--- src/rtl/psd_pkg.sv ---
package psd_pkg;

	localparam int CW        = 16;              // coordinate width
	localparam int FRAC_BITS = 8;
	localparam int DIST_BITS = CW + 1 + FRAC_BITS;
	localparam int THR_BITS  = 25;
	localparam int DW        = CW + 1;          // coordinate difference
	localparam int SQW       = 2 * DW;          // product of two differences
	localparam int LENW      = SQW + 1;         // sum of two squares
	localparam int CRW       = SQW + 2;         // dot / cross product
	localparam int HW        = CRW / 2;         // half of |cross| for split square
	localparam int NW        = 2 * CRW + 2 * FRAC_BITS;
	localparam int QW        = 2 * DIST_BITS;   // quotient = radicand
	localparam int DENW      = LENW;
	localparam int RMW       = DIST_BITS + 2;   // root remainder

	localparam int IN_BYTES  = (6 * CW + THR_BITS + 7) / 8;
	localparam int OUT_BYTES = (DIST_BITS + 3 + 7) / 8;

	typedef enum logic [1:0] {
		REG_INTERIOR = 2'd0,
		REG_BEFORE   = 2'd1,
		REG_PAST     = 2'd2,
		REG_ZERO     = 2'd3
	} region_t;

	typedef struct packed {
		region_t region;
		logic    near;
	} tag_t;

endpackage

--- src/rtl/psd_sqrt.sv ---
module psd_sqrt (
	input  logic                          clk,
	input  logic                          arst_n,
	input  logic                          en,
	input  logic                          in_valid,
	input  logic [psd_pkg::QW-1:0]        rad,
	input  psd_pkg::tag_t                 tag_in,
	output logic                          out_valid,
	output logic [psd_pkg::DIST_BITS-1:0] root,
	output psd_pkg::tag_t                 tag_out
);
	import psd_pkg::*;

	// two radicand bits and one root bit per stage
	logic                 v_s    [DIST_BITS+1];
	logic [QW-1:0]        rad_s  [DIST_BITS+1];
	logic [RMW-1:0]       rem_s  [DIST_BITS+1];
	logic [DIST_BITS-1:0] root_s [DIST_BITS+1];
	tag_t                 tag_s  [DIST_BITS+1];

	assign v_s[0]    = in_valid;
	assign rad_s[0]  = rad;
	assign rem_s[0]  = '0;
	assign root_s[0] = '0;
	assign tag_s[0]  = tag_in;

	for (genvar k = 1; k <= DIST_BITS; k++) begin : g_stage
		logic [RMW-1:0] t, trial;
		logic           ge;

		assign t     = {rem_s[k-1][RMW-3:0], rad_s[k-1][QW-2*k +: 2]};
		assign trial = {root_s[k-1], 2'b01};
		assign ge    = t >= trial;

		always_ff @(posedge clk or negedge arst_n) begin
			if (!arst_n) begin
				v_s[k] <= 1'b0;
			end else if (en) begin
				v_s[k] <= v_s[k-1];
			end
		end

		always_ff @(posedge clk) begin
			if (en) begin
				rad_s[k]  <= rad_s[k-1];
				rem_s[k]  <= ge ? t - trial : t;
				root_s[k] <= {root_s[k-1][DIST_BITS-2:0], ge};
				tag_s[k]  <= tag_s[k-1];
			end
		end
	end

	assign out_valid = v_s[DIST_BITS];
	assign root      = root_s[DIST_BITS];
	assign tag_out   = tag_s[DIST_BITS];

endmodule
--- config.mk ---
export PLATFORM = sky130hd
export DESIGN_NAME = psd_sqrt
export DESIGN_NICKNAME = d
export VERILOG_FILES = /design/src/rtl/psd_pkg.sv /design/src/rtl/psd_sqrt.sv
export SDC_FILE = /design/constraint.sdc
export NUM_CORES = 2
export LEC_CHECK = 0
export ABC_CLOCK_PERIOD_IN_PS = 4070
export BUFFER_PORTS_ARGS = -buffer_cell sky130_fd_sc_hd__buf_4
export CORE_ASPECT_RATIO = 0.9
export CORE_UTILIZATION = 35
export CTS_CLUSTER_DIAMETER = 50
export DETAILED_ROUTE_END_ITERATION = 12
export SLEW_MARGIN = 20
export SYNTH_ARGS = -nofsm -noshare
export SYNTH_HDL_FRONTEND = slang
export SYNTH_SLANG_ARGS = --single-unit
--- constraint.sdc ---
create_clock -name clk -period 4.07 [get_ports clk]
set_clock_uncertainty 0.1 [all_clocks]
set_input_delay 0.814 -clock clk [delete_from_list [all_inputs] [get_ports clk]]
set_output_delay 0.814 -clock clk [all_outputs]
set_load 0.05 [all_outputs]
* After elaboration in Yosys (flattened, before gate mapping)
Index checks and enable logic that the tools add are counted.
** Storage, ports and cells
- Bits in latches :: 0
- Memory bits (read-only) :: 0
- Flip-flop bits (word level) :: 1603
- Memories kept :: 0
- Bits in writable memories :: 0
** Cells by class
- Shifts and indexed selects :: 0
- Order comparisons :: 25
- Reduce and logical (&&, ||, !) cells :: 0
- Divide/modulo/power cells :: 0
- Muxes and demuxes :: 24
- Add/subtract/negate cells :: 24
- Bitwise gates (word level) :: 0
- Equal/unequal tests :: 0
- Multipliers :: 0
** Operators by type and width (count)
- $mux 25 :: 23
- $ge 27x10->1 :: 1
- $ge 27x11->1 :: 1
- $ge 27x12->1 :: 1
- $ge 27x13->1 :: 1
- $ge 27x14->1 :: 1
- $ge 27x15->1 :: 1
- $ge 27x16->1 :: 1
- $ge 27x17->1 :: 1
- $ge 27x18->1 :: 1
- $ge 27x19->1 :: 1
- $ge 27x20->1 :: 1
- $ge 27x21->1 :: 1
- $ge 27x22->1 :: 1
- $ge 27x23->1 :: 1
- $ge 27x24->1 :: 1
- $ge 27x25->1 :: 1
- $ge 27x26->1 :: 1
- $ge 27x3->1 :: 1
- $ge 27x4->1 :: 1
- $ge 27x5->1 :: 1
- $ge 27x6->1 :: 1
- $ge 27x7->1 :: 1
- $ge 27x8->1 :: 1
- other kinds (27) :: 27

* Longest topological paths before layout
- Depth after elaboration :: 2
- Gate-level depth with buffers :: 14

* Least setup slack after synthesis
OpenSTA, ideal clock, no wires.
- Kind :: reg-to-reg
- Start :: register rem_s, in the netlist g_stage[24].t[2]
- End :: register rem_s, in the netlist g_stage[25].t[24] (data pin)
- Path slack :: 912 ps
- Buffers on the path :: 0
- Cell stages (with the launch flop) :: 11
- Setup time :: 270 ps
- Period minus slack after synthesis :: 3158 ps
- Arrival :: 2788 ps
- Cells stage by stage :: edfxtp_1 -> ha_1 -> nor2b_1 -> o21ba_2 -> o311ai_0 -> a211oi_1 -> a211oi_1 -> o21ai_0 -> o31ai_1 -> xor2_1 -> a21oi_1
** Between the ends
- Cells in the longest elaborated chain, start to end :: 2
- Elaborated cells on any way between the ends :: 3
** Ends and longest elaborated chain
- start: declaration :: line psd_sqrt.sv:17 : logic [RMW-1:0] rem_s [DIST_BITS+1];
- start signal: indexed assignment :: line psd_sqrt.sv:46 : rem_s[k] <= ge ? t - trial : t;
- $sub 25x25->25 or $ge 27x25->1 (tied branches) :: line psd_sqrt.sv:46, psd_sqrt.sv:33
- $mux 25 * :: line psd_sqrt.sv:46
Every way passes the cells marked *; elsewhere a longest branch is shown, timed or not.
A chain may end at the register's enable or synchronous reset.

* Worst setup path after layout
- Start :: register rem_s, in the netlist g_stage[12].t[2]
- End :: register rem_s, in the netlist g_stage[13].t[20] (data pin)
** Between the ends
- Cells in the longest elaborated chain, start to end :: 2
- Elaborated cells on any way between the ends :: 3
** Ends and longest elaborated chain (line)
- $sub 25x13->25 or $ge 27x13->1 (tied branches) :: psd_sqrt.sv:46, psd_sqrt.sv:33
- $mux 25 * :: psd_sqrt.sv:46
Marked as above.

==> impl_metrics.env <==
export IMPL_ctsRootBufferMaster="clkbuf_16"
export IMPL_crit_path_end_kind="register"
export IMPL_detail_route_antenna_nets=0
export IMPL_reg2regPathDepth=10
export IMPL_vdd_ir_drop_max_mv=0.3673
export IMPL_crit_chain="ha_1, o21a_1, o21a_1, o21bai_1, a31oi_1, o41ai_1, o21ai_2, nor2b_1, nand2_1, xnor2_1"
export IMPL_synthCells=5347
export IMPL_layout_min_cycle_time_ns=3.652
export IMPL_avgViaCountPerCell=4.862
export IMPL_r2r_start="g_stage[12].t[2]"
export IMPL_r2r_slack_ns=0.42
export IMPL_clock_sinks=1593
export IMPL_area_delta_synth_final_pct=16.04
export IMPL_timing_rr_end="g_stage[13].t[20]"
export IMPL_clkPwrFrac_pct=36.6
export IMPL_grt_pass1_wl_mm=215.4
export IMPL_start_util_pct=35.27
export IMPL_num_rows=157
export IMPL_place_gp_congestion=0.9161
export IMPL_synth_main_ff_cell="edfxtp_1"
export IMPL_crit_type="register to register"
export IMPL_drc=0
export IMPL_cts_made_buffers=188
export IMPL_hold_path_depth=1
export IMPL_slew_violations=0
export IMPL_power_switching_uw=12670
export IMPL_p_seq_share_pct=46.1
export IMPL_hp_class="input pin to register"
export IMPL_crit_path_max_fanout=22
export IMPL_holdCritStartpoint="rad[12]"
export IMPL_drive_gt1_share_pct=10.08
export IMPL_status="finished, final reports clean"
export IMPL_p_leak_uw=0.03189
export IMPL_power_density_nw_per_um2=566.4
export IMPL_hold_ws_ns=0.08903
export IMPL_drt_wl_total_mm=132.8
export IMPL_syn_nets=5755
export IMPL_worstSkewPairLatency_ns=0.83
export IMPL_grt_max_degree=120
export IMPL_max_slew_margin_pct=37.29
export IMPL_crit_path_start_kind="register"
export IMPL_first_iter_violations=2954
export IMPL_antenna_found_initial=1
export IMPL_pin_count=86
export IMPL_cp_top_family="compound AO/OA/AOI/OAI gates"
export IMPL_cp_required_ns=4.53
export IMPL_holdPathEnd="rad_s[1212]"
export IMPL_slowest_stage="o21ai_2"
export IMPL_setup_tns_ns=0
export IMPL_dieArea_um2=207100
export IMPL_cts_htree_levels=4
export IMPL_crit_top_cell="o21a_1"
export IMPL_synth_async_reset_ratio_pct=1.569
export IMPL_max_freq_ghz=0.2738
export IMPL_cts_setup_buffers=0
export IMPL_worst_slew_pin_slew_ns=0.9406
export IMPL_synth_top_area_share_pct=65.53
export IMPL_cts_tree="done"
export IMPL_hold_buffers=48
export IMPL_crit_buf_inv=0
export IMPL_hpwl_mm=91.98
export IMPL_fin_nets=6059
export IMPL_final_setup_viol_count=0
export IMPL_final_period_utilization_pct=89.73
export IMPL_worstPathArrival_ns=4.11
export IMPL_synth_cell_types=92
export IMPL_ys_ff_latch=1593
export IMPL_ys_warn_count=0
export IMPL_wire_per_inst_um=15.60
export IMPL_swShare_pct=26.83
export IMPL_chipHeight_um=431.8
export IMPL_firstDrtPassIters=5
export IMPL_synth_most_common_cell="edfxtp_1"
export IMPL_gr_total_overflow=0
export IMPL_syn_area_um2=71850
export IMPL_synth_area_per_cell_um2=13.44
export IMPL_internal_power_uw=34550
export IMPL_drv_cap=0
export IMPL_core_area_um2=203700
export IMPL_track_usage_pct=12.75
export IMPL_grt_pass1_vias=41210
export IMPL_cts_resized=0
export IMPL_final_hold_violation_count=0
export IMPL_max_stage_delay_ns=0.77
export IMPL_dr_total_vias=41400
export IMPL_yosysTopAreaCell="edfxtp_1"
export IMPL_pwr_share_comb_pct=17.2
export IMPL_yosys_top_cells_area="edfxtp_1 66%, ha_1 6.1%, xnor2_1 2.8%"
export IMPL_synth_edf_count=1568
export IMPL_fp_dieW_um=479.6
export IMPL_clockBufferDepth=3
export IMPL_clkSlewWorstSetupHoldPaths_ns=0.06
export IMPL_rsz0062_at_grt="no"
export IMPL_port_buffers=85
export IMPL_synth_common_cells="1568 x edfxtp_1, 439 x inv_1, 359 x nand2_1, 351 x ha_1, 303 x nor2_1"
export IMPL_ys_seq_area_share_pct=66.40
==> worst max path at each step <==
stage,start,end,slack (ns),depth (start not counted)
4_1_cts,g_stage[18].trial[2],g_stage[19].t[19],0.46,11
2_1_floorplan,g_stage[24].t[2],g_stage[25].t[24],0.91,10
3_3_place_gp,g_stage[18].trial[2],g_stage[19].t[19],0.56,11
6_report,g_stage[12].t[2],g_stage[13].t[20],0.42,10
3_5_place_dp,g_stage[18].trial[2],g_stage[19].t[19],0.48,11
5_1_grt,g_stage[18].trial[2],g_stage[19].t[19],0.17,11
==> routing by layer <==
layer	global-route usage, %	share of wire, %	up-vias
met3	2.479	4.5	268
met1	16.99	46	19890
met5	0	0	-
li1	-	-	20440
met2	20.56	46	804
met4	4.712	3.1	0
==> state kept, by name, indices dropped and copies added (netlist names) <==
| signal | cells |
|---|---|
| v_s | 24 |
| g_stage.trial | 300 |
| root | 25 |
| tag_s | 72 |
| tag_out | 3 |
| g_stage.t | 616 |
| out_valid | 1 |
| rad_s | 552 |
==> power groups by stage <==
stage	clock, uW	combinational [uW]	sequential, uW
6_report	17300	8140	21800
5_1_grt	18600	9130	22000
4_1_cts	17900	8160	21800
3_5_place_dp	0	8070	22100
3_3_place_gp	0	7920	22100
2_1_floorplan	0	6000	21700
==> metrics by stage <==
step	area [um^2]	total power, uW	util, %	std cells	setup slack (ns)
finish	83380	47230	40.93	8516	0.4179
floorplan	71850	27710	-	5347	0.9117
detailed placement	76350	30210	37.48	8116	0.4818
global placement	76350	30030	37.48	8116	0.5635
CTS	83380	47920	40.93	8514	0.4578
global route	83380	49730	40.93	8515	0.1747
==> area by class of cell <==
class | instances | area [um^2]
Antenna cell | 2 | 5.005
Clock buffer | 216 | 4892
Clock inverter | 134 | 1649
Fill cell | 18660 | 120300
Inverter | 441 | 1655
Multi-Input combinational cell | 3214 | 22080
Sequential cell | 1593 | 47710
Tap cell | 2703 | 3382
Timing Repair Buffer | 213 | 2002
==> cells by family after synthesis <==
logic type      Yosys count  synth area share [%]
buf+inv                 540                 2.877
other cells               1              0.005219
simple gates           1300                 8.929
fa+ha+maj               351                 6.112
xor+xnor                456                 5.558
flops                  1593                 66.40
compound gates         1031                 8.947
mux                      75                 1.172
==> cell usage in the layout, fill, tap and decap left out, types with 21 or more instances in the layout <==
cell type      Yosys  final
nand2b_1          73     73
edfxtp_1        1568   1568
inv_1            439    439
a21oi_1          299    299
buf_4              3    143
nand4_1           46     46
or2_2             25     25
nor3_1           110    110
dfrtp_1           25     25
nand2_1          359    359
o31ai_1           33     33
nor4_1            68     68
clkinv_2           0     25
or3_1             46     46
buf_12             0     21
a21o_1           145    145
clkbuf_1          75     22
a31oi_1           34     34
o21ai_0          285    284
nor2_1           303    303
ha_1             351    351
or4_1             27     27
bufinv_16          0     25
dlygate4sd3_1      0     48
nand3_1           86     86
xor2_1           223    223
xnor2_1          233    233
a211oi_1          21     21
o21bai_1          25     25
clkbuf_16          0    190
mux2_2            61     61
and3_1            33     33
nor2b_1           52     52
o21a_1            54     54
clkinv_1           0     30
Note: power is estimated with default switching activity, not from simulation.
